--- src/rtl/core/rmsdt_ram.sv ---
`timescale 1ns / 1ps
module rmsdt_ram #(
  parameter int W = 8,
  parameter int D = 16
) (
  input  logic                 clk,
  input  logic                 we,
  input  logic [$clog2(D)-1:0] waddr,
  input  logic [W-1:0]         wdata,
  input  logic [$clog2(D)-1:0] raddr,
  output logic [W-1:0]         rdata
);

  logic [W-1:0] mem [D];

  always_ff @(posedge clk) begin
    if (we) begin
      mem[waddr] <= wdata;
    end
    rdata <= mem[raddr];
  end

endmodule

--- config.mk ---
export PLATFORM = sky130hd
export DESIGN_NAME = rmsdt_ram
export DESIGN_NICKNAME = d
export VERILOG_FILES = /design/src/rtl/core/rmsdt_ram.sv
export SDC_FILE = /design/constraint.sdc
export NUM_CORES = 1
export LEC_CHECK = 0
export ABC_AREA = 0
export BUFFER_PORTS_ARGS = -buffer_cell sky130_fd_sc_hd__buf_2
export CAP_MARGIN = 10
export CELL_PAD_IN_SITES_DETAIL_PLACEMENT = 1
export CELL_PAD_IN_SITES_GLOBAL_PLACEMENT = 1
export CORE_MARGIN = 2
export CORE_UTILIZATION = 45
export DETAILED_ROUTE_END_ITERATION = 16
export PLACE_DENSITY_LB_ADDON = 0.1
export RECOVER_POWER = 50
export REMOVE_ABC_BUFFERS = 1
export SETUP_SLACK_MARGIN = 0.3
export SYNTH_ARGS = -nofsm -noshare
export SYNTH_HDL_FRONTEND = slang
export SYNTH_SLANG_ARGS = --single-unit
--- constraint.sdc ---
create_clock -name clk -period 3.55 [get_ports clk]
set_clock_uncertainty 0.05 [all_clocks]
set_input_delay 0.1775 -clock clk [delete_from_list [all_inputs] [get_ports clk]]
set_output_delay 0.1775 -clock clk [all_outputs]
set_load 0.01 [all_outputs]
-- Word-level counts from Yosys, hierarchy flattened
Memories as Yosys holds them, arrays and structs flattened. A register that Yosys moved wholly into a read port is not among the register bits.
Index checks and enable logic that the tools add are counted.
Widths: inputs -> output; s select.
- word-level logic and storage cells: 3
- memory bits (writable): 128
- output and inout port bits: 8
- flip-flop bits (word level): 0
- memories: 1
- input port bits: 18
- mux-type cells: 2
- memories (name ; words ; bits a word ; read ports ; clocked after memory_dff ; write ports ; RTL line ; RTL):
    mem ; 16 ; 8 ; 1 ; 1 ; 1 ; 14 ; logic [W-1:0] mem [D];
- operators by type and width (kind ; number):
    $mux 1 ; 2

-- Logic depth before layout (Yosys ltp)
- depth in word-level cells: 2
- depth in mapped cells: 5
- depth with buffers taken out: 3

-- Worst setup path before layout
OpenSTA, ideal clock, no wires.
- path kind: input -> register
- start point: in waddr[2]
- end point: mem mem[0][0] (enable)
- arrival time: 1.287 ns
- cell stages on the path: 2
- path buffers: 0
- setup time: 0.383 ns
- setup slack: 1.830 ns
- cell sequence: or3b_2 > nor3_1
- RTL lines (item ; RTL line ; RTL):
    from (decl) ; 8 ; input logic [$clog2(D)-1:0] waddr,
    to (decl) ; 14 ;
No word-level cell before the write port.

==> key figures <==
Die
  • CORE AREA: ~11000 um^2
  • Rows: 39
  • Initial Util: between 40% and 50%
  • Die height: 111.0 um
  • Die Area: roughly 12000 um^2
  • Top Ports: 26
  • Die Wd: 111.0 um

Clock network
  • Resized Gates After CTS: 0
  • Hold buffer count at CTS: 0
  • Clock Sinks: 136
  • CTS tree: yes
  • Root Buffer Master: clkbuf_16
  • Setup repair bufs after CTS: 0
  • Total CTS buffers: 17
  • Latest clock arrival within the worst-skew pair: 0.42 ns
  • Clock-pin slew on the worst setup and hold paths: approximately 0.06 ns
  • Clock buffer depth: 2
  • CTS H-tree lvls: 4

Drt
  • Number of vias per cell: 5.656
  • DRT Wirelength: 10.72 mm
  • # DRC: 0
  • WL per Instance: 25.23 um
  • ANT nets after route: 0
  • Initial DRC Count: 144
  • Pre-antenna DRT Iters: 4
  • Vias: 2404

GRT
  • Grt total ovfl: 0
  • Initial antenna violation count: 0
  • First-pass GRT wire length: 16.59 mm
  • Via count of the first global-routing pass: 2626
  • GRT Util Overall: 19.12%
  • Largest net degree at the start of global routing: 33

Yosys
  • Mean Syn Cell Area: 22.48 um^2
  • EDFF count, synth: around 130
  • Most numerous cell in the Yosys netlist: edfxtp_1
  • Synth Register Bits: 136
  • Mapped Cells: 229
  • Top FF cell, synth: edfxtp_1
  • Top cells by area, synth: edfxtp_1 75%, mux4_2 7.9%, mux4_1 7.1%, dfxtp_1 3.1%, a22oi_1 2.3%
  • Seq/Total Area, Yosys: ~78%
  • Post-synth ARST share: 0%
  • Count of cell types in the netlist: 19
  • Mapped Area: ~5100 um^2
  • Top-area cell type share of the netlist area: between 70% and 80%
  • YS warnings: 0
  • Commonest cells in the netlist: 128 x edfxtp_1, 18 x mux4_2, 16 x a22oi_1, 14 x mux4_1, 13 x nor2_1
  • Yosys top cell by area: edfxtp_1

STA
  • Period utilization: 48.46%
  • Setup violators final: 0
  • Fin. Hold Viols: 0
  • Setup Total Neg Slack: 0 ns
  • Slew @ Worst Pin: 1.008 ns
  • Slew headroom: 32.56%
  • Peak Freq: about 580 MHz
  • Final count of pins violating max slew: 0
  • RSZ-0062 raised after global routing: false
  • Tmin final: 1.720 ns

Worst setup path
  • Reg2Reg Setup Slack: 2.13 ns
  • R2r worst-path depth: 3
  • Worst setup path class: in2reg
  • Reg-to-Reg End: rdata[6]$_DFF_P_
  • Arr. time, crit path: 1.97 ns
  • CP Launch Point: raddr[0]
  • CP Launch Type: input port
  • Start of the worst register-to-register path: mem[7][6]$_DFFE_PP_
  • Crit. End Element: flip-flop
  • Crit path capture: rdata[1]$_DFF_P_
  • Max FO, Critical Path: 25
  • Worst Path Required: 3.80 ns

Cells and area
  • Syn-to-layout area delta: 17.28%
  • Antenna Diode Count: 0
  • Fill cells: 975
  • Share of layout cells above drive strength 1: 25.18%
  • Non-filler cells, final: 425
  • Fin nets: 287

Job
  • Max_cap viols: 0

Placement
  • Placed insts: 393
  • Routability cong.: ~0.73
  • HPWL after detailed placement: 6.343 mm
  • # port buffers: 25

Power and ir drop
  • Cell Pwr Density: 638.6 nW/um^2
  • Pleak: 1.993 nW
  • Peak VDD IR: 273.4 uV

Run status
  • Status: finished clean

Hold path
  • Worst Hold Class: in2reg
## state kept, by name (all words and copies together) (netlist names)
name / flops
mem: 128
rdata: 8
## layout make-up
class | instances | area, um^2 | area share, %
multi-input cells | 83 | 1057 | 17.51
clock buffers | 21 | 470.5 | 7.793
well taps | 143 | 178.9 | 2.964
flip-flops and latches | 136 | 4004 | 66.32
clock inverters | 11 | 171.4 | 2.839
repair buffers | 31 | 155.1 | 2.570
## worst max-delay path, stage by stage
cell and delay [ns]:
buf_2 0.64, buf_4 0.30, mux4_1 0.57, a22oi_1 0.20, nand2_1 0.07
## cell usage in the layout, fill, tap and decap left out, types with 2 or more instances in the layout
master      count
buf_4           5
dfxtp_1         8
edfxtp_1      128
a22oi_1        16
buf_2          16
mux4_2         18
bufinv_16       4
nor2_1         13
clkbuf_16      17
mux4_1         14
clkbuf_8        3
nand2_1         9
clkinvlp_4      5
clkbuf_1       11
nand2b_1        2
nand3b_1        2
nor3_1          4
## worst min path at each step
stage,from,end,cells after the start
2_1_floorplan,wdata[0],mem[0][0]$_DFFE_PP_,0
3_3_place_gp,wdata[2],mem[6][2]$_DFFE_PP_,1
3_5_place_dp,wdata[1],mem[5][1]$_DFFE_PP_,1
4_1_cts,wdata[1],mem[8][1]$_DFFE_PP_,1
5_1_grt,wdata[1],mem[10][1]$_DFFE_PP_,1
6_report,wdata[1],mem[10][1]$_DFFE_PP_,1
## stage by stage
step | cell area [um^2] | worst slack (ns) | power (W) | util, % | hold WS [ns]
finish | 6037 | 1.830 | 0.003856 | 53.56 | 0.2283
global route | 6037 | 1.676 | 0.003960 | 53.56 | 0.2678
CTS | 6052 | 1.787 | 0.003886 | 53.69 | 0.07741
detailed placement | 5410 | 1.372 | 0.002007 | 48.00 | 0.5202
global placement | 5410 | 1.400 | 0.002001 | 48.00 | 0.5142
floorplan | 5061 | 1.830 | 0.001913 | - | 0.2264
## where the power goes
part           switching [W]  leakage (nW)  internal (W)
clock network       0.000655         0.298       0.00123
logic              0.0000959         0.472     0.0000644
registers          0.0000132          1.22       0.00180
total               0.000764          1.99       0.00309
## layer usage
layer | routed length, um | part of all wire (%) | global-route usage (%)
met5 | 0 | 0 | 0
met4 | 132 | 1.2 | 6.750
met3 | 427 | 4.0 | 4.866
met2 | 5189 | 48 | 29.57
met1 | 4973 | 46 | 26.78
## cell families (layout without fill, tap and decap cells)
group | count (synthesis) | count (layout) | share of synthesized area (%)
compound gates | 16 | 16 | 2.334
buf+inv | 10 | 63 | 1.677
flops | 136 | 136 | 77.78
mux | 32 | 32 | 15.02
simple gates | 35 | 35 | 3.184
No activity file was read; power rests on OpenSTA's default activity.
