## src/rtl/core/rmsdt_pkg.sv

```systemverilog
`timescale 1ns / 1ps
package rmsdt_pkg;

  localparam int MAX_UNITS     = 16;
  localparam int WINDOW_LENGTH = 80;

  localparam int UNIT_W  = 4;
  localparam int CNT_W   = 16;
  localparam int CUR_W   = 24;
  localparam int MAG_W   = CUR_W + 1;
  localparam int SUM_W   = 54;
  localparam int Q_W     = 48;
  localparam int ROOT_W  = 24;
  localparam int SREM_W  = ROOT_W + 4;
  localparam int SLOT_W  = $clog2(WINDOW_LENGTH);
  localparam int ROWS    = MAX_UNITS * WINDOW_LENGTH;
  localparam int ADDR_W  = $clog2(ROWS);
  localparam int SUA_W   = $clog2(MAX_UNITS);
  localparam int AU_W    = 5;
  localparam int THR_W   = 24;
  localparam int PADDR_W = 5;
  localparam int PDATA_W = 32;

  localparam logic [2:0] REG_ACTIVE_UNITS = 3'd0;
  localparam logic [2:0] REG_TRIP_THRESH  = 3'd1;
  localparam logic [2:0] REG_FIRST_UNIT   = 3'd2;
  localparam logic [2:0] REG_SECOND_UNIT  = 3'd3;
  localparam logic [2:0] REG_SYNC_UNIT    = 3'd4;

  typedef struct packed {
    logic [AU_W-1:0]   active_units;
    logic [THR_W-1:0]  trip_threshold;
    logic [UNIT_W-1:0] first_unit;
    logic [UNIT_W-1:0] second_unit;
    logic [UNIT_W-1:0] sync_unit;
  } cfg_t;

  typedef struct packed {
    logic busy;
    logic done;
  } rms_stat_t;

  function automatic logic [CUR_W-1:0] mag(input logic [CUR_W-1:0] x);
    mag = x[CUR_W-1] ? CUR_W'(~x + 1'b1) : x;
  endfunction

endpackage

```

## src/rtl/core/rmsdt_rms.sv

```systemverilog
`timescale 1ns / 1ps
module rmsdt_rms (
  input  logic                        clk,
  input  logic                        rst_n,
  input  logic                        start,
  input  logic [rmsdt_pkg::SUM_W-1:0] sum_i,
  output logic [rmsdt_pkg::ROOT_W-1:0] root,
  output rmsdt_pkg::rms_stat_t         stat
);
  import rmsdt_pkg::*;

  localparam logic [1:0] R_IDLE = 2'd0;
  localparam logic [1:0] R_DIV  = 2'd1;
  localparam logic [1:0] R_SQRT = 2'd2;

  logic [1:0]        st_r, st_nxt;
  logic [5:0]        cnt_r, cnt_nxt;
  logic [SUM_W-1:0]  dvd_r, dvd_nxt;
  logic [SUM_W-1:0]  q_r, q_nxt;
  logic [SLOT_W-1:0] drem_r, drem_nxt;
  logic [Q_W-1:0]    x_r, x_nxt;
  logic [SREM_W-1:0] srem_r, srem_nxt;
  logic [ROOT_W-1:0] root_r, root_nxt;
  logic              done_r, done_nxt;
  logic [SLOT_W:0]   t;
  logic              ge;
  logic [SREM_W-1:0] r2, trial;

  assign root      = root_r;
  assign stat.busy = (st_r != R_IDLE);
  assign stat.done = done_r;

  always_comb begin
    st_nxt   = st_r;
    cnt_nxt  = cnt_r;
    dvd_nxt  = dvd_r;
    q_nxt    = q_r;
    drem_nxt = drem_r;
    x_nxt    = x_r;
    srem_nxt = srem_r;
    root_nxt = root_r;
    done_nxt = 1'b0;
    t        = {drem_r, dvd_r[SUM_W-1]};
    ge       = (t >= (SLOT_W+1)'(WINDOW_LENGTH));
    r2       = {srem_r[SREM_W-3:0], x_r[Q_W-1:Q_W-2]};
    trial    = SREM_W'({root_r, 2'b01});
    case (st_r)
      R_IDLE: begin
        if (start) begin
          dvd_nxt  = sum_i;
          drem_nxt = '0;
          q_nxt    = '0;
          cnt_nxt  = '0;
          st_nxt   = R_DIV;
        end
      end
      R_DIV: begin
        drem_nxt = ge ? SLOT_W'(t - (SLOT_W+1)'(WINDOW_LENGTH)) : t[SLOT_W-1:0];
        q_nxt    = {q_r[SUM_W-2:0], ge};
        dvd_nxt  = {dvd_r[SUM_W-2:0], 1'b0};
        cnt_nxt  = cnt_r + 1'b1;
        if (cnt_r == 6'(SUM_W-1)) begin
          x_nxt    = q_nxt[Q_W-1:0];
          srem_nxt = '0;
          root_nxt = '0;
          cnt_nxt  = '0;
          st_nxt   = R_SQRT;
        end
      end
      R_SQRT: begin
        if (r2 >= trial) begin
          srem_nxt = r2 - trial;
          root_nxt = {root_r[ROOT_W-2:0], 1'b1};
        end else begin
          srem_nxt = r2;
          root_nxt = {root_r[ROOT_W-2:0], 1'b0};
        end
        x_nxt   = {x_r[Q_W-3:0], 2'b00};
        cnt_nxt = cnt_r + 1'b1;
        if (cnt_r == 6'(ROOT_W-1)) begin
          done_nxt = 1'b1;
          st_nxt   = R_IDLE;
        end
      end
      default: st_nxt = R_IDLE;
    endcase
  end

  always_ff @(posedge clk) begin
    if (!rst_n) begin
      st_r   <= R_IDLE;
      done_r <= 1'b0;
    end else begin
      st_r   <= st_nxt;
      done_r <= done_nxt;
    end
    cnt_r  <= cnt_nxt;
    dvd_r  <= dvd_nxt;
    q_r    <= q_nxt;
    drem_r <= drem_nxt;
    x_r    <= x_nxt;
    srem_r <= srem_nxt;
    root_r <= root_nxt;
  end

  a_start_idle: assert property (@(posedge clk) disable iff (!rst_n)
    start |-> !stat.busy) else $error("rms start while busy");
  a_done_ends: assert property (@(posedge clk) disable iff (!rst_n)
    done_r |-> !stat.busy) else $error("rms done while busy");
  a_done_after_sqrt: assert property (@(posedge clk) disable iff (!rst_n)
    done_r |-> $past(st_r) == R_SQRT) else $error("rms done without sqrt");

endmodule

```

## config.mk

```make
export PLATFORM = sky130hd
export DESIGN_NAME = rmsdt_rms
export DESIGN_NICKNAME = d
export VERILOG_FILES = /design/src/rtl/core/rmsdt_pkg.sv /design/src/rtl/core/rmsdt_rms.sv
export SDC_FILE = /design/constraint.sdc
export NUM_CORES = 1
export LEC_CHECK = 0
export BUFFER_PORTS_ARGS = -buffer_cell sky130_fd_sc_hd__buf_2
export CORE_UTILIZATION = 40
export CTS_CLUSTER_DIAMETER = 60
export DETAILED_ROUTE_END_ITERATION = 12
export PLACE_DENSITY_LB_ADDON = 0.1
export SYNTH_ARGS = -nofsm -noshare
export SYNTH_HDL_FRONTEND = slang
export SYNTH_SLANG_ARGS = --single-unit
```

## constraint.sdc

```tcl
create_clock -name clk -period 11 [get_ports clk]
set_clock_uncertainty 0.2 [all_clocks]
set_input_delay 2.2 -clock clk [delete_from_list [all_inputs] [get_ports clk]]
set_output_delay 2.2 -clock clk [all_outputs]
set_load 0.05 [all_outputs]
```

# Yosys cells after proc, flatten, opt, wreduce, memory -nomap -nowiden
# Cells that the tools add are included.
[totals] reg_bits=215 input_bits=57 out_inout_bits=26 word_cells=54
[classes] add_sub_neg=3 order_cmp=2 n_eq_ne=7 n_mux=23 n_reduce_logical=10
[ops] op="$pmux 54 s2" n=1
[ops] op="$pmux 48 s2" n=1
[ops] op="$pmux 47 s2" n=1
[ops] op="$mux 54" n=1
[ops] op="$mux 26" n=2
[ops] op="$pmux 26 s2" n=1
[ops] op="$mux 48" n=1
[ops] op="$pmux 24 s2" n=1
[ops] op="$mux 47" n=1
[ops] op="$ge 28x26->1" n=1
[ops] op="$sub 26x26->26" n=1
[ops] op="$mux 24" n=1
[ops] op="$pmux 6 s3" n=1
[ops] op="$mux 7" n=2
[ops] op="$pmux 7 s2" n=1
[ops] op="$mux 6" n=2
[ops] op="$ge 8x7->1 const B" n=1
[ops] op="$reduce_and 2->1" n=4
[ops] op="$sub 7x7->7 const B" n=1
[ops] op="$add 6x1->6 const B" n=1
[ops] op="$eq 6x5->1 const B" n=1
[ops] op="$eq 6x6->1 const B" n=1
[ops] op="$mux 2" n=3
[ops] op="$ne 2x2->1 const B" n=3
[ops] op="8 further kinds" n=11

# Longest topological paths before layout
# Gate-level depths: netlist (run 1).
[depth] ltp_word=3 depth_mapped=13 depth_no_buf=10

# Least setup slack after synthesis (run 1)
# No wires, ideal clock.
[synth_path] kind="register -> register" startpoint="reg st_r[1]" endpoint="reg drem_r[0], enable pin" setup_time_ns=0.724 arrival_ns=8.404 t_required_ns=10.076 path_slack_ns=1.672 stages_incl_launch_ff=6 period_less_slack_ns=9.328 cell_sequence="dfxtp_1 inv_1 ha_1 clkbuf_1 inv_1 o21ai_0"
[synth_via] elab_chain_cells=3 word_cells_on_any_way=5 classes_between="eq/ne: 2; reduce/logical: 3"
[synth_rtl] element="start: declaration" line_no="rmsdt_rms.sv:16" source="logic [1:0] st_r, st_nxt;"
[synth_rtl] element="start signal: assignment" line_no="rmsdt_rms.sv:94" source="st_r <= st_nxt;"
[synth_rtl] element="$eq 2x1->1 / $logic_not 2->1 (equally long branches)" line_no="rmsdt_rms.sv:47" source="case (st_r)"
[synth_rtl] element="$reduce_bool 2->1 (no source line) / $ne 2x2->1 (equally long branches)"
[synth_rtl] element="$reduce_and 2->1 (no source line) *"
[synth_rtl] element="end signal: assignment" line_no="rmsdt_rms.sv:100" source="drem_r <= drem_nxt;"
[synth_rtl] element="end: declaration" line_no="rmsdt_rms.sv:20" source="logic [SLOT_W-1:0] drem_r, drem_nxt;"
# Every way passes the cells marked *; elsewhere a longest branch is shown, timed or not.
# A chain may end at the register's enable or synchronous reset.

==> results of run 1 <==
[through the flow]
| step | total power, mW | setup WS, ns | cells |
|---|---|---|---|
| after floorplan | 1.92 | 1.67 | 754 |
| after global placement | 2.07 | 7.19 | 1141 |
| after detailed placement | 2.09 | 7.09 | 1141 |
| after CTS | 3.03 | 6.88 | 1189 |
| after global routing | 3.17 | 6.81 | 1189 |
| final | 2.99 | 6.90 | 1189 |
[routing by layer]
layer,vias up,share of wire,GRT usage
met1,2891,0.45,0.184
met4,0,0.026,0.0480
met5,-,0,0
li1,2941,-,-
met2,89,0.49,0.256
met3,34,0.031,0.0253
[state kept, by name, indices dropped and copies added, names as in the netlist]
name,cells
done_r,1
srem_r,26
st_r,2
dvd_r,54
x_r,48
cnt_r,6
root,24
q_r,47
drem_r,7
[logic make-up (layout without fill, tap and decap cells)]
kind of cell | count (synthesis) | count (layout) | share of synthesized area
DFF | 215 | 215 | 0.629
and+or+nand+nor | 199 | 199 | 0.0985
muxes | 117 | 117 | 0.127
AOI/OAI and AO/OA | 93 | 93 | 0.0555
buffers and inverters | 71 | 176 | 0.0272
adders and majority gates | 33 | 33 | 0.0404
xor gates and xnor gates | 26 | 26 | 0.0223
[critical path, delay by kind of cell (launching register included)]
family / cells / cell delay, ns
buf+inv: 3 / 0.48
flops: 1 / 0.40
fa+ha+maj: 1 / 0.27
[final timing paths]
kind	startpoint	endpoint	slack, ns	depth (start not counted)
setup / recovery	st_r[0]	stat[1]	6.90	4
hold / removal	dvd_r[52]	dvd_r[53]	0.34	1
setup reg to reg	st_r[0]	x_r[30]	7.19	7
hold reg to reg	dvd_r[52]	dvd_r[53]	0.34	1
[layout make-up]
cell class / count / area [um2]
fill: 2330 / 13200
sequential: 215 / 6430
multi-input combinational: 468 / 3550
clock buffer: 29 / 662
timing repair buffer: 89 / 463
tap: 330 / 413
clock inverter: 19 / 284
inverter: 39 / 146
[cell usage after synthesis (3+ instances only)]
library cell  count
edfxtp_1        212
mux2_2           99
nor2_1           65
and2_1           52
inv_1            38
a21oi_1          34
ha_1             33
nand2_1          30
clkbuf_1         23
o21ai_0          20
mux2i_1          18
xnor2_1          17
nand3_1          11
a21o_1            9
xor2_1            9
nor3_1            8
nor2b_1           6
o22ai_1           5
a31oi_1           4
and3_1            4
buf_1             4
nand2b_1          4
nand4_1           4
a311oi_1          3
buf_2             3
dfxtp_1           3
nand3b_1          3
o211ai_1          3
or2_2             3
[power by group]
part | switching, mW | total [mW] | internal, mW
logic | 0.501 | 0.820 | 0.319
clock network | 0.347 | 0.928 | 0.580
registers | 0.0717 | 1.24 | 1.17
total | 0.920 | 2.99 | 2.07
==> flow_summary_export.csv, run 1 <==
group,metric,value,unit
status,run_status,"finished clean",
worst_setup_path,cpMostUsedCell,"inv_1",
worst_hold_path,hold_path_class,"reg2reg",
cells_and_area,syn_to_final_growth,17.0,%
worst_setup_path,crit_path_end_kind,"primary output",
timing,worst_slew_pin_slew,1.06,ns
timing,relSlewSlack,0.293,
clocking,cts-resized-gates,0,
timing,layout_min_cycle_time,4.10,ns
clocking,clock-sinks,215,
cells_and_area,layout-drive-gt1-share,0.279,
timing,rsz0062_at_grt,"false",
placement,io_buffers,82,
placement,gp_congestion,0.863,
pwr,powerDensity,250,nW/um2
pwr,cellLeakagePower,4.55,nW
worst_setup_path,crit_chain,"inv_1, ha_1, inv_1, buf_2",
cells_and_area,final_area,11900,um2
cells_and_area,num_antenna_cells,0,
synth,yosysTopAreaCell,"edfxtp_1",
timing,setup_viol_count_final,0,
global_routing,grt_max_degree,106,
drt,drt-initial-drc-count,357,
clocking,insertion_delay,0.55,ns
die,num_rows,58,
drt,wl_per_cell,15.6,um
clocking,h-tree-depth,1,
cells_and_area,final_cell_mix,"edfxtp_1, mux2_2, buf_2",
global_routing,grt_pass1_wl,31.1,mm
synth,synth_edf_count,212,
synth,syn_avg_cell_area,13.5,um2
cells_and_area,final_util,0.476,
drt,vias,5955,
pwr,vdd.ir_drop.worst,158,uV
synth,syn_inst,754,
placement,place_area,11000,um2
synth,synth_cell_types,50,
global_routing,overflow,0,
synth,ys_warn_count,0,
synth,synthFlopType,"edfxtp_1",
die,die_area,26200,um2
die,coreArea,25100,um2
global_routing,grt_pass1_vias,6213,
die,start_util,0.407,
clocking,cts_made_buffers,26,
timing,min_period_over_period,0.373,
clocking,clockBufferDepth,3,
synth,ys_seq_area_frac,0.629,
clocking,clkTransAtPathRegs,0.06,ns
drt,final_antenna_net_count,0,
die,io_pins,83,
timing,tns,0,ns
synth,yosysTopAreaCellShare,0.623,
synth,syn-num-nets,844,
cells_and_area,fin_nets,929,
timing,hold_ws,0.342,ns
drt,drcViolationCount,0,
synth,synth_seq_cells,215,
clocking,ctsHoldBuffers,0,
die,die_h,162,um
clocking,cts-root-buf,"clkbuf_16",
drt,drt-total-wl,18.5,mm
worst_setup_path,crit_path_start_kind,"register",
cells_and_area,layout_commonest_cell,"edfxtp_1",
clocking,cts_tree,"done",
worst_setup_path,timing.critical_path.arrival,1.70,ns
global_routing,antenna_found_initial,0,
job,drv_cap,0,
worst_setup_path,crit_fanout,4,
worst_setup_path,cp_slowest_stage_delay,0.40,ns
drt,via_per_inst,5.01,
placement,dp_hpwl,11.8,mm
global_routing,grt_usage,0.147,
synth,synth-async-reset-ratio,0,
die,die_width,162,um
timing,final_hold_viol_count,0,
worst_setup_path,critPathRequiredTime,8.60,ns
synth,netlist_area,10200,um2
timing,slew_viol_final,0,
clocking,cts_setup_buffers,0,
synth,ys_top_cells_by_area,"edfxtp_1, mux2_2, ha_1",
worst_setup_path,critPathKind,"reg2out",
timing,max_freq,0.244,GHz
drt,dr.pass1.iters,4,
worst_setup_path,cp_slowest_cell,"dfxtp_1",
Note: power is estimated with default switching activity, not from simulation.
==> run 2: changes to the inputs <==
==> constraint.sdc (replaced) <==
create_clock -name clk -period 3.6 [get_ports clk]
set_clock_uncertainty 0.2 [all_clocks]
set_input_delay 0.72 -clock clk [delete_from_list [all_inputs] [get_ports clk]]
set_output_delay 0.72 -clock clk [all_outputs]
set_load 0.05 [all_outputs]
==> run 2 against run 1 <==
Compared with the run above:
- wire length up 4.1%
- clock-buffer cell count up 1
- clock power rose to 2.8 times the previous value
- power rose to 3.0 times the previous value
- sequential share of layout area up 0.17 points
- utilization down 0.15 points
- die area unchanged
- final area down 0.31%
- global-route usage up 0.40 points
- sequential cell count unchanged
- combinational power rose to 3.1 times the previous value
- first-iteration DRC count down 3.6%
- critical endpoint is now srem_r[25]
==> flow_summary_export.csv, run 2 (same netlist as run 1, synthesis figures left out) <==
group,metric,value,unit
status,run_status,"finished clean",
cells_and_area,final_area,11900,um2
pwr,power_frac_seq,0.423,
global_routing,use_met1,0.186,
timing,relSlewSlack,0.286,
worst_setup_path,cp_slowest_cell,"a311oi_1",
clocking,clock-sinks,215,
worst_setup_path,crit_chain,"inv_1, ha_1, o211ai_1, o21ai_2, o21ai_0, o21ai_0, a311oi_1, nor3_1, nor3_1, o22ai_1",
pwr,powerDensity,752,nW/um2
global_routing,grt_usage,0.151,
pwr,p_sw_frac,0.318,
timing,final_hold_viol_count,0,
job,drv_cap,0,
cells_and_area,syn_to_final_growth,16.6,%
cells_and_area,layout_commonest_cell,"edfxtp_1",
timing,slew_viol_final,0,
cells_and_area,multi_input_area,3550,um2
worst_setup_path,crit_path_start_kind,"register",
cells_and_area,num_antenna_cells,0,
clocking,clockBufferDepth,3,
timing,setup_viol_count_final,0,
die,die_h,162,um
worst_setup_path,critPathRequiredTime,3.68,ns
cells_and_area,seqCellArea,6430,um2
die,die_width,162,um
global_routing,use_met2,0.266,
cells_and_area,fillers,2342,
die,num_rows,58,
timing,min_period_over_period,0.881,
global_routing,antenna_found_initial,0,
die,coreArea,25100,um2
pwr,vdd.ir_drop.worst,344,uV
worst_setup_path,reg2reg_slack,0.43,ns
timing,rsz0062_at_grt,"false",
pwr,p_switching,2.84,mW
clocking,cts_setup_buffers,0,
placement,io_buffers,82,
drt,drt-initial-drc-count,344,
cells_and_area,regMostFlops,"dvd_r",
pwr,cellLeakagePower,4.54,nW
worst_setup_path,cp_slowest_stage_delay,0.63,ns
clocking,cts_tree,"done",
worst_hold_path,hold_path_class,"in2reg",
global_routing,overflow,0,
global_routing,top_usage_layer,"met2",
clocking,cts-root-buf,"clkbuf_16",
global_routing,grtUsageMet3,0.0260,
placement,dp_slack,0.401,ns
drt,vias,6114,
pwr,total_power,8.96,mW
cells_and_area,largest_register_ffs,54,
pwr,internal-power,6.11,mW
worst_setup_path,crit_path_end_kind,"register",
global_routing,grt_pass1_wl,32.2,mm
pwr,p_clk_frac,0.289,
drt,drcViolationCount,0,
worst_setup_path,timing.critical_path.arrival,3.25,ns
cells_and_area,fin_nets,933,
clocking,h-tree-depth,1,
clocking,cts_made_buffers,27,
pwr,pwr-share-comb,0.287,
clocking,cts-resized-gates,0,
global_routing,grt_pass1_vias,6513,
global_routing,grt_max_degree,106,
clocking,ctsHoldBuffers,0,
placement,dp_hpwl,11.8,mm
drt,drt-total-wl,19.3,mm
die,io_pins,83,
worst_setup_path,crit_fanout,5,
die,start_util,0.407,
timing,layout_min_cycle_time,3.17,ns
cells_and_area,final_cell_mix,"edfxtp_1, mux2_2, buf_2",
timing,fin_ws,0.427,ns
clocking,insertion_delay,0.54,ns
drt,dr.pass1.iters,4,
worst_setup_path,critPathKind,"reg2reg",
cells_and_area,reg_top3,"dvd_r x54, x_r x48, q_r x47",
drt,final_antenna_net_count,0,
drt,wl_per_cell,16.1,um
clocking,clkTransAtPathRegs,0.06,ns
drt,via_per_inst,5.12,
placement,place_area,11000,um2
placement,gp_congestion,0.879,
timing,tns,0,ns
timing,worst_slew_pin_slew,1.07,ns
worst_setup_path,reg2reg_depth,10,
timing,max_freq,0.315,GHz
die,die_area,26200,um2
worst_hold_path,hold_path_depth,3,
cells_and_area,layout-drive-gt1-share,0.279,
-- run 2: per-layer routing --
layer  up-vias  wire length (um)
met5         -                 0
met4         0               518
met3        40               713
met2       125              9480
met1      3005              8550
li1       2944                 -
-- run 2: critical path, delay by kind of cell (launching register included) --
family | cells | cell delay, ns
and+or+nand+nor | 2 | 0.39
DFF | 1 | 0.35
buffers and inverters | 1 | 0.06
AOI/OAI and AO/OA | 6 | 1.55
adders and majority gates | 1 | 0.36
-- run 2: power groups by stage --
stage | Clock [mW] | Combinational, mW | Sequential (mW)
CTS | 2.68 | 2.61 | 3.80
floorplan | 0 | 1.79 | 4.00
finish | 2.59 | 2.57 | 3.79
global placement | 0 | 2.55 | 3.82
detailed placement | 0 | 2.59 | 3.84
global route | 2.76 | 2.85 | 3.86
-- run 2: path summary, 6_finish.rpt --
check / from / endpoint
setup / recovery: root[0] / srem_r[25]
hold reg to reg: q_r[46] / x_r[47]
setup reg to reg: root[0] / srem_r[25]
hold / removal: rst_n / st_r[1]
-- run 2: final cells by class --
cell class	count	share of cell area
clock buffer	30	0.0577
clock inverter	20	0.0146
inverter	39	0.0123
sequential	215	0.540
multi-input combinational	468	0.298
timing repair buffer	92	0.0429
tap	330	0.0347
-- run 2: through the flow --
step	util	cells	hold slack, ns
2_1_floorplan	-	754	0.291
3_3_place_gp	0.440	1144	0.326
3_5_place_dp	0.440	1144	0.331
4_1_cts	0.474	1194	0.219
5_1_grt	0.474	1194	0.243
6_report	0.474	1194	0.235
