<file path="config.mk">
export PLATFORM = sky130hd
export DESIGN_NAME = rmsdt_regs
export DESIGN_NICKNAME = d
export VERILOG_FILES = /design/src/rtl/core/rmsdt_pkg.sv /design/src/rtl/core/rmsdt_regs.sv
export SDC_FILE = /design/constraint.sdc
export NUM_CORES = 1
export LEC_CHECK = 0
export ABC_AREA = 0
export BUFFER_PORTS_ARGS = -buffer_cell sky130_fd_sc_hd__buf_4
export CORE_MARGIN = 2
export CORE_UTILIZATION = 48
export DETAILED_ROUTE_END_ITERATION = 16
export HOLD_SLACK_MARGIN = 0.05
export PLACE_DENSITY = 0.86
export SLEW_MARGIN = 20
export SYNTH_ARGS = -nofsm -noshare
export SYNTH_HDL_FRONTEND = slang
export SYNTH_SLANG_ARGS = --single-unit
</file>
<file path="constraint.sdc">
create_clock -name clk -period 4.6 [get_ports clk]
set_clock_uncertainty 0.2 [all_clocks]
set_input_delay 0.92 -clock clk [delete_from_list [all_inputs] [get_ports clk]]
set_output_delay 0.92 -clock clk [all_outputs]
set_load 0.1 [all_outputs]
</file>
<file path="src/rtl/core/rmsdt_pkg.sv">
`timescale 1ns / 1ps
package rmsdt_pkg;

  localparam int MAX_UNITS     = 16;
  localparam int WINDOW_LENGTH = 80;

  localparam int UNIT_W  = 4;
  localparam int CNT_W   = 16;
  localparam int CUR_W   = 24;
  localparam int MAG_W   = CUR_W + 1;
  localparam int SUM_W   = 54;
  localparam int Q_W     = 48;
  localparam int ROOT_W  = 24;
  localparam int SREM_W  = ROOT_W + 4;
  localparam int SLOT_W  = $clog2(WINDOW_LENGTH);
  localparam int ROWS    = MAX_UNITS * WINDOW_LENGTH;
  localparam int ADDR_W  = $clog2(ROWS);
  localparam int SUA_W   = $clog2(MAX_UNITS);
  localparam int AU_W    = 5;
  localparam int THR_W   = 24;
  localparam int PADDR_W = 5;
  localparam int PDATA_W = 32;

  localparam logic [2:0] REG_ACTIVE_UNITS = 3'd0;
  localparam logic [2:0] REG_TRIP_THRESH  = 3'd1;
  localparam logic [2:0] REG_FIRST_UNIT   = 3'd2;
  localparam logic [2:0] REG_SECOND_UNIT  = 3'd3;
  localparam logic [2:0] REG_SYNC_UNIT    = 3'd4;

  typedef struct packed {
    logic [AU_W-1:0]   active_units;
    logic [THR_W-1:0]  trip_threshold;
    logic [UNIT_W-1:0] first_unit;
    logic [UNIT_W-1:0] second_unit;
    logic [UNIT_W-1:0] sync_unit;
  } cfg_t;

  typedef struct packed {
    logic busy;
    logic done;
  } rms_stat_t;

  function automatic logic [CUR_W-1:0] mag(input logic [CUR_W-1:0] x);
    mag = x[CUR_W-1] ? CUR_W'(~x + 1'b1) : x;
  endfunction

endpackage

</file>
<file path="src/rtl/core/rmsdt_regs.sv">
`timescale 1ns / 1ps
module rmsdt_regs (
  input  logic                           clk,
  input  logic                           rst_n,
  input  logic                           psel,
  input  logic                           penable,
  input  logic                           pwrite,
  input  logic [rmsdt_pkg::PADDR_W-1:0]  paddr,
  input  logic [rmsdt_pkg::PDATA_W-1:0]  pwdata,
  output logic [rmsdt_pkg::PDATA_W-1:0]  prdata,
  output rmsdt_pkg::cfg_t                cfg
);
  import rmsdt_pkg::*;

  cfg_t       cfg_r;
  cfg_t       cfg_nxt;
  logic [2:0] idx;

  assign idx = paddr[PADDR_W-1:2];
  assign cfg = cfg_r;

  always_comb begin
    cfg_nxt = cfg_r;
    if (psel && penable && pwrite) begin
      case (idx)
        REG_ACTIVE_UNITS: cfg_nxt.active_units   = pwdata[AU_W-1:0];
        REG_TRIP_THRESH:  cfg_nxt.trip_threshold = pwdata[THR_W-1:0];
        REG_FIRST_UNIT:   cfg_nxt.first_unit     = pwdata[UNIT_W-1:0];
        REG_SECOND_UNIT:  cfg_nxt.second_unit    = pwdata[UNIT_W-1:0];
        REG_SYNC_UNIT:    cfg_nxt.sync_unit      = pwdata[UNIT_W-1:0];
        default: ;
      endcase
    end
  end

  always_comb begin
    case (idx)
      REG_ACTIVE_UNITS: prdata = PDATA_W'(cfg_r.active_units);
      REG_TRIP_THRESH:  prdata = PDATA_W'(cfg_r.trip_threshold);
      REG_FIRST_UNIT:   prdata = PDATA_W'(cfg_r.first_unit);
      REG_SECOND_UNIT:  prdata = PDATA_W'(cfg_r.second_unit);
      REG_SYNC_UNIT:    prdata = PDATA_W'(cfg_r.sync_unit);
      default:          prdata = '0;
    endcase
  end

  always_ff @(posedge clk) begin
    if (!rst_n) begin
      cfg_r.active_units   <= AU_W'(16);
      cfg_r.trip_threshold <= THR_W'(10000);
      cfg_r.first_unit     <= UNIT_W'(1);
      cfg_r.second_unit    <= UNIT_W'(7);
      cfg_r.sync_unit      <= '0;
    end else begin
      cfg_r <= cfg_nxt;
    end
  end

endmodule

</file>
Word-level counts from Yosys, hierarchy flattened
Index checks and enable logic that the tools add are counted.

Equality and inequality tests: 4. Muxes and demuxes: 1. Reductions and logical operators: 8.

Operators by type and width (count): 24-bit one-hot mux with 5 select lines (1); 2-bit AND reduction (5); 3-bit by 2-bit == test with 1-bit output (second input constant) (2); 3-bit by 1-bit == test with 1-bit output (second input constant) (1); 3-bit == test (second input constant) (1); 3-bit zero test (1); 1-bit logical AND (2).

Register bits: 41. Input port bits: 42. Output and inout port bits: 73. Logic and storage cells: 18.

Depth between registers and ports, before layout
Gate-level depths: netlist (run 1).

Depth in word-level cells: 3. Mapped depth: 5. Gate-level depth less buffers: 3.

Worst setup path before layout (run 1)
Ideal clock, no wire load.

Path type: input-to-output. Start point: in paddr[2] (netlist name). End point: out prdata[2] (netlist name). Arrival time: 4.875 ns. Data required time: 3.480 ns. Setup slack: -1.395 ns. Cell stages on the path: 4. Buffers on the path: 2. Cell sequence: clkbuf_2 > buf_2 > mux2i_1 > o311ai_0.

Word-level cells in the longest chain between the ends: 2. Elaborated cells between the ends (all ways): 6. Classes of those cells: eq/ne (4); mux (1); reduce/logical (1).

RTL lines: from (decl) (RTL line rmsdt_regs.sv:8) `input logic [rmsdt_pkg::PADDR_W-1:0] paddr,`; 3-bit == test (tied with other cells) (RTL line rmsdt_regs.sv:37) `case (idx)`; 24-bit one-hot mux with 5 select lines * (RTL line rmsdt_regs.sv:37); to (decl) (RTL line rmsdt_regs.sv:10) `output logic [rmsdt_pkg::PDATA_W-1:0] prdata,`.

Every way passes the cells marked *; elsewhere a longest branch is shown, timed or not.

Worst setup path in the final report (run 1)
Start point: in paddr[2] (netlist name). End point: out prdata[15] (netlist name).

The elaborated chain is that of the path after synthesis.

==> results_dict.tcl, run 1 <==
set metrics [dict create \
    dieHeight_um 69.5 \
    rsz0062_at_grt "false" \
    worstPathRequired_ns 3.48 \
    p_comb_share_pct 20.0 \
    slew_headroom_pct 31.7 \
    coreArea_um2 4060 \
    place_ws_ns 0.940 \
    synth_warnings 0 \
    insertion_delay_ns 0.29 \
    met1_length_mm 2.11 \
    cts_resized 0 \
    slew_viol_final 0 \
    leakagePower_nw 1.25 \
    overflow 0 \
    critPathMaxFanout 19 \
    swShare_pct 31.8 \
    routed_wl_mm 5.09 \
    hold_slack_ns 0.268 \
    hold_viol 0 \
    irDropWorstVdd_mv 0.181 \
    synth.cell_area_um2 2060 \
    critPathArrivalTime_ns 2.54 \
    dr.pass1.iters 4 \
    p_seq_share_pct 49.1 \
    cts.sinks 41 \
    place_area_um2 2750 \
    synth_edf_count 0 \
    vias 1849 \
    met2WireLength_mm 2.56 \
    worstSetupStartpointType "input port" \
    fmaxAchievable_ghz 0.274 \
    synth_top_area_cell "dfxtp_1" \
    placedCellCount 356 \
    clkSlewWorstSetupHoldPaths_ns 0.07 \
    num-fill-cells 330 \
    synth_top_area_share_pct 39.8 \
    cts_tree "built" \
    drive_gt1_share_pct 36.3 \
    stdcell_area_um2 2830 \
    synth.area.top_cells "dfxtp_1, mux2i_1, nand2_1" \
    tns_ns 0 \
    yosysUniqueCellTypes 28 \
    track_usage_pct 21.2 \
    worstSetupPathType "input port to output port" \
    ios 115 \
    synthArstFlopShare_pct 0 \
    hp-class "register to register" \
    p_switching_mw 0.233 \
    area_growth_pct 37.3 \
    finalCritPeriodShare_pct 79.5 \
    min_period_ns 3.66 \
    place.gp.congestion 0.838 \
    fin_cells 364 \
    die_w_um 69.5 \
    status "completed" \
    antenna_found_initial 0 \
    dr_wl_met3_um 343 \
    vias_per_cell 5.08 \
    drt_iter0_drc 117 \
    p_int_mw 0.500 \
    root_buffer "clkbuf_8" \
    power_frac_clock_pct 31.0 \
    ys_ff_latch 41 \
    detail_route.wl_per_cell_um 14.0 \
    drtAntennaViolNets 0 \
    drc 0 \
    max_slew.worst_pin.slew_ns 1.02 \
    dieArea_um2 4840 \
    cts_buffers 5 \
    grt_pass1_wl_mm 8.32 \
    synth-seq-area-share_pct 39.8 \
    clk_path_buf_depth 2 \
    setup_viol 0 \
    initial_utilization_pct 50.8 \
    cap_violations 0 \
    rows 23 \
    diodes 0 \
    port_buffers 96 \
    grt_pass1_vias 1780 \
    highest_layer "met4" \
    hpwl_mm 3.67 \
    post-cts-setup-buffers 0 \
    cts_hold_buf 0 \
    nets 355 \
    synth_top_flop_cell "dfxtp_1" \
    p_per_area_nw_per_um2 259 \
    post_synth.cell_area_avg_um2 9.08 \
    ctsHtreeMaxLevel 2 \
    syn_inst 227 \
    grt_max_degree 67 \
    layout_setup_ws_ns 0.944 \
    largest_reg_flops 41 \
    critPathCaptureType "output port" \
]
## cells in the final DEF, fill, tap and decap left out, types with 2 or more instances in the layout
master,synthesis,layout
nand2_1,51,51
clkinv_2,0,2
inv_1,2,2
nand3b_1,2,2
and2_1,19,19
o311ai_0,3,2
clkbuf_8,0,5
o22ai_1,3,3
o21ai_0,2,2
mux2_2,3,3
mux2i_1,41,41
dfxtp_1,41,41
nor2b_1,16,16
nor2_1,2,2
buf_4,9,97
conb_1,1,8
nor3b_2,3,2
a22oi_1,6,6
## per-stage QoR
stage          total power [mW]  util, %
3_5_place_dp              0.514     67.7
4_1_cts                   0.738     69.8
2_1_floorplan             0.481        -
6_report                  0.733     69.8
5_1_grt                   0.763     69.8
3_3_place_gp              0.511     67.7
## metal layers
layer / global-route usage [%] / up-vias
met2: 37.0 / 78
li1: - / 911
met5: 0 / -
met3: 5.09 / 8
met4: 7.84 / 0
met1: 25.2 / 852
## cells in the mapped netlist (2+ instances only)
cell type / number
a22oi_1: 6
and2_1: 19
buf_2: 3
buf_4: 9
buf_6: 2
clkbuf_1: 9
dfxtp_1: 41
inv_1: 2
mux2_2: 3
mux2i_1: 41
nand2_1: 51
nand3b_1: 2
nor2_1: 2
nor2b_1: 16
nor3b_2: 3
o21ai_0: 2
o22ai_1: 3
o311ai_0: 3
## power by group through the flow
stage | logic, mW | registers [mW] | clock network (mW)
global placement | 0.144 | 0.368 | 0
finish | 0.146 | 0.359 | 0.227
floorplan | 0.0942 | 0.387 | 0
global route | 0.153 | 0.360 | 0.251
CTS | 0.146 | 0.359 | 0.233
detailed placement | 0.146 | 0.368 | 0
## worst max-delay path, stage by stage
cell and delay (ns):
buf_4 0.21, nor3b_2 0.86, and2_1 0.24, buf_4 0.29
## kinds of logic (layout without fill, tap and decap cells)
kind of cell | Yosys count | in the layout | synth area share [%]
DFF | 41 | 41 | 39.8
AOI/OAI and AO/OA | 15 | 15 | 5.22
muxes | 44 | 44 | 21.5
and+or+nand+nor | 99 | 99 | 25.7
buffers and inverters | 27 | 107 | 7.52
other | 1 | 8 | 0.182
## final cells by class
cell class	count	area (um^2)	share of cell area (%)
multi-input cells	166	1130	39.8
flip-flops and latches	41	821	29.0
repair buffers	97	728	25.7
clock buffers	5	68.8	2.43
well taps	50	62.6	2.21
clock inverters	3	17.5	0.619
inverters	2	7.51	0.265
## final timing paths
kind	endpoint	slack (ns)	cells after the start	startpoint
worst min register to register	cfg[28]	0.27	2	cfg[28]
worst max-delay path	prdata[15]	0.94	4	paddr[2]
worst max register to register	cfg[5]	3.67	2	cfg[5]
worst min-delay path	cfg[28]	0.27	2	cfg[28]
No activity file was read; power rests on OpenSTA's default activity.
==> run 2: changes to the inputs <==
CORE_UTILIZATION = 40   (was 48)
PLACE_DENSITY = 0.76   (was 0.86)
clock period = 3.19 ns   (was 4.6 ns; I/O delays follow)
==> results_dict.tcl, run 2 (synthesized netlist as in run 1, its figures left out) <==
set metrics [dict create \
    hpwl_mm 3.73 \
    grt_pass1_wl_mm 7.94 \
    drc 0 \
    place_area_um2 2810 \
    post-cts-setup-buffers 0 \
    placedCellCount 377 \
    initial_utilization_pct 40.9 \
    setup_viol 0 \
    root_buffer "clkbuf_8" \
    vias_per_cell 4.77 \
    track_usage_pct 18.4 \
    critPathCaptureType "output port" \
    final_util_pct 57.6 \
    cts_buffers 5 \
    slew_viol_final 0 \
    cpPeakStageDelay_ns 0.35 \
    worstSetupPathType "input port to output port" \
    min_period_ns 2.58 \
    dieArea_um2 5740 \
    area_growth_pct 40.8 \
    drtAntennaViolNets 0 \
    nets 356 \
    irDropWorstVdd_mv 0.242 \
    rsz0062_at_grt "false" \
    num-fill-cells 469 \
    detail_route.wl_per_cell_um 13.5 \
    largest_reg_flops 41 \
    fmaxAchievable_ghz 0.387 \
    ctsHtreeMaxLevel 2 \
    leakagePower_nw 1.26 \
    port_buffers 96 \
    max_slew.worst_pin.slew_ns 0.575 \
    path_cells "buf_4, mux2_2, a22oi_1, o22ai_2, buf_4" \
    coreArea_um2 5040 \
    antenna_found_initial 0 \
    critPathArrivalTime_ns 1.75 \
    grt_pass1_vias 1671 \
    stdcell_area_um2 2900 \
    place_ws_ns 0.594 \
    cts_resized 0 \
    final_common_cell "buf_4" \
    cts.sinks 41 \
    die_w_um 75.8 \
    worstSetupStartpointType "input port" \
    diodes 0 \
    critPathSlowestCell "mux2_2" \
    status "completed" \
    dr.pass1.iters 4 \
    finalCritPeriodShare_pct 81.0 \
    grt_max_degree 67 \
    insertion_delay_ns 0.29 \
    cpMostUsedCell "buf_4" \
    p_per_area_nw_per_um2 373 \
    mostFrequentLayoutCells "buf_4, nand2_1, mux2i_1, dfxtp_1, and2_1" \
    clk_path_buf_depth 2 \
    cts_tree "built" \
    fin_cells 384 \
    cts_hold_buf 0 \
    worstPathRequired_ns 2.35 \
    rows 26 \
    layout_setup_ws_ns 0.606 \
    cap_violations 0 \
    routed_wl_mm 5.17 \
    hold_viol 0 \
    slew_headroom_pct 61.6 \
    hp-class "register to register" \
    vias 1831 \
    dieHeight_um 75.8 \
    place.gp.congestion 0.784 \
    drt_iter0_drc 104 \
    clkSlewWorstSetupHoldPaths_ns 0.08 \
    critPathMaxFanout 16 \
    drive_gt1_share_pct 37.6 \
    ios 115 \
    overflow 0 \
]
run 2: cell count changes in the layout (fill, tap and decap cells not counted), sizes merged:
cell / change
clkbuf: +1
clkinv: -2
buf: +1
run 2: worst max-delay path, delay by kind of cell:
family / cells / cell delay (ns)
compound gates: 2 / 0.31
mux: 1 / 0.35
buf+inv: 2 / 0.44
run 2: final cells by class:
type	instances	area [um^2]	share of cell area (%)
inverter	2	7.51	0.259
sequential	41	821	28.3
tap	70	87.6	3.02
multi-input combinational	166	1150	39.6
clock inverter	1	7.51	0.259
clock buffer	6	82.6	2.84
timing repair buffer	98	748	25.8
run 2: metrics by stage:
stage	hold WS (ns)	setup TNS, ns	total power [mW]
after floorplan	0.580	-0.183	0.696
after global placement	0.254	0	0.742
after detailed placement	0.264	0	0.744
after CTS	0.279	0	1.09
after global routing	0.293	0	1.12
final	0.277	0	1.08
run 2: power breakdown:
part	switching, mW	total (mW)	internal (mW)
sequential	0.00313	0.518	0.515
combinational	0.156	0.213	0.0564
clock	0.181	0.352	0.171
run 2: path summary, 6_finish.rpt:
check,startpoint,to,slack [ns],depth (start not counted)
worst max-delay path,paddr[2],prdata[1],0.61,5
worst min-delay path,cfg[24],cfg[24],0.28,2
worst min register to register,cfg[24],cfg[24],0.28,2
worst max register to register,cfg[5],cfg[5],2.26,2
run 2: per-layer routing:
metal	wire (um)	track usage, %	vias to the layer above
met1	2260	24.2	832
met3	512	6.75	7
li1	-	-	910
met2	2320	27.6	82
met4	78	6.63	0
met5	0	0	-
==> run 3: changes to the inputs <==
ABC_AREA = 1   (was 0)
CORE_UTILIZATION = 45   (was 40)
PLACE_DENSITY = 0.8   (was 0.76)
clock period = 2.4 ns   (was 3.19 ns; I/O delays follow)
==> results_dict.tcl, run 3 <==
set metrics [dict create \
    root_buffer "clkbuf_8" \
    worstPathRequired_ns 1.72 \
    synth_top_area_cell "dfxtp_1" \
    reg2reg_depth 2 \
    area_growth_pct 40.4 \
    drt_iter0_drc 170 \
    final_util_pct 65.4 \
    port_buffers 96 \
    cts.sinks 41 \
    worstSetupStartpointType "input port" \
    num-fill-cells 428 \
    rsz0062_at_grt "false" \
    setup_viol 0 \
    grt_max_degree 42 \
    hpwl_mm 4.43 \
    cpPeakStageDelay_ns 0.28 \
    p_total_mw 1.56 \
    ctsHtreeMaxLevel 2 \
    min_from "pwdata[4]" \
    post_synth.cell_area_avg_um2 6.34 \
    dieHeight_um 73.7 \
    critPathMaxFanout 7 \
    finalCritPeriodShare_pct 93.1 \
    routed_wl_mm 5.88 \
    coreArea_um2 4690 \
    timing.rr.start "cfg[8]" \
    r2r-end "cfg[8]" \
    overflow 0 \
    p_per_area_nw_per_um2 508 \
    initial_utilization_pct 46.6 \
    synth_edf_count 0 \
    hold_slack_ns 0.197 \
    cts_hold_buf 0 \
    place.gp.congestion 0.869 \
    post-cts-setup-buffers 0 \
    synth_top_flop_cell "dfxtp_1" \
    cpMostUsedCell "nand2_1" \
    drtAntennaViolNets 0 \
    synth.area.top_cells "dfxtp_1, nor2_1, nand2_1" \
    critPathArrivalTime_ns 1.55 \
    cap_violations 0 \
    leakagePower_nw 1.55 \
    drive_gt1_share_pct 38.5 \
    drc 0 \
    synth.cell_area_um2 2190 \
    vias_per_cell 4.79 \
    final_common_cell "buf_4" \
    diodes 0 \
    cts_tree "built" \
    cts_buffers 5 \
    dr.pass1.iters 4 \
    worstSetupPathType "input port to output port" \
    yosysUniqueCellTypes 18 \
    synth-seq-area-share_pct 37.6 \
    largest_reg_flops 41 \
    mostFrequentLayoutCells "buf_4, nand2_1, nor2_1" \
    insertion_delay_ns 0.29 \
    hold_viol 0 \
    hp-class "input port to register" \
    path_cells "buf_4, inv_2, nand2_1, nor2_2, nand2_1, nand2_1, inv_1, nand2_1, buf_4" \
    dieArea_um2 5430 \
    grt_pass1_vias 2104 \
    irDropWorstVdd_mv 0.312 \
    synth_top_area_share_pct 37.6 \
    ios 115 \
    clkSlewWorstSetupHoldPaths_ns 0.08 \
    syn_inst 345 \
    regToRegSetupSlack_ns 1.55 \
    die_w_um 73.7 \
    ys_ff_latch 41 \
    min_period_ns 2.23 \
    status "completed" \
    rows 25 \
    synth.most_common_cell "nor2_1" \
    synthArstFlopShare_pct 0 \
    clk_path_buf_depth 2 \
    place_ws_ns 0.166 \
    layout_setup_ws_ns 0.166 \
    detail_route.wl_per_cell_um 11.9 \
    nets 480 \
    critPathCaptureType "output port" \
    synth_common_cells "nor2_1, nand2_1, nand3_1" \
    tns_ns 0 \
    slew_viol_final 0 \
    cts_resized 0 \
    vias 2362 \
    track_usage_pct 21.9 \
    grt_pass1_wl_mm 9.25 \
    antenna_found_initial 0 \
    hold-path-endpoint "cfg[40]" \
    worstHoldPathCells 3 \
    synth_warnings 0 \
    critPathSlowestCell "buf_4" \
    fmaxAchievable_ghz 0.448 \
]
==> run 3: critical path, delay by kind of cell <==
kind	cells	cell delay (ns)
buffers and inverters	4	0.58
and+or+nand+nor	5	0.50
==> run 3: worst max path at each step <==
stage / cells after the start / slack [ns] / endpoint / start
3_3_place_gp: 9 / 0.17 / prdata[2] / paddr[4]
3_5_place_dp: 9 / 0.17 / prdata[2] / paddr[4]
5_1_grt: 9 / 0.02 / prdata[2] / paddr[4]
4_1_cts: 9 / 0.16 / prdata[2] / paddr[4]
2_1_floorplan: 6 / -0.27 / prdata[12] / paddr[3]
6_report: 9 / 0.17 / prdata[2] / paddr[4]
==> run 3: where the power goes <==
part / internal [mW] / leakage [nW] / switching, mW / total, mW
Combinational: 0.0860 / 1.16 / 0.273 / 0.359
Sequential: 0.689 / 0.337 / 0.00715 / 0.696
Clock: 0.260 / 0.0542 / 0.243 / 0.503
==> run 3: cells by family (layout without fill, tap and decap cells) <==
| logic type | Yosys count | count (layout) | share of synthesized area [%] |
|---|---|---|---|
| AOI/OAI and AO/OA | 2 | 2 | 0.458 |
| DFF | 41 | 41 | 37.6 |
| and+or+nand+nor | 231 | 231 | 45.8 |
| buffers and inverters | 70 | 157 | 16.0 |
| other | 1 | 8 | 0.172 |
==> run 3: layout make-up <==
type	count	area [um^2]	share of cell area (%)
clock buffers	7	96.3	3.14
inverters	45	169	5.51
multi-input cells	241	1090	35.6
well taps	54	67.6	2.20
clock inverters	1	5.00	0.163
flip-flops and latches	41	846	27.6
repair buffers	104	793	25.9
==> run 3: layer usage <==
metal	global-route usage, %	share of wire [%]	routed length, um
met5	0	0	0
met2	38.1	50	2930
met1	24.5	40	2380
met3	6.58	8.1	477
met4	9.29	1.6	96
==> run 3: through the flow <==
step / instance area, um^2 / cells
after floorplan: 2290 / 352
after global placement: 2970 / 485
after detailed placement: 2970 / 485
after CTS: 3070 / 493
after global routing: 3070 / 493
final: 3070 / 493
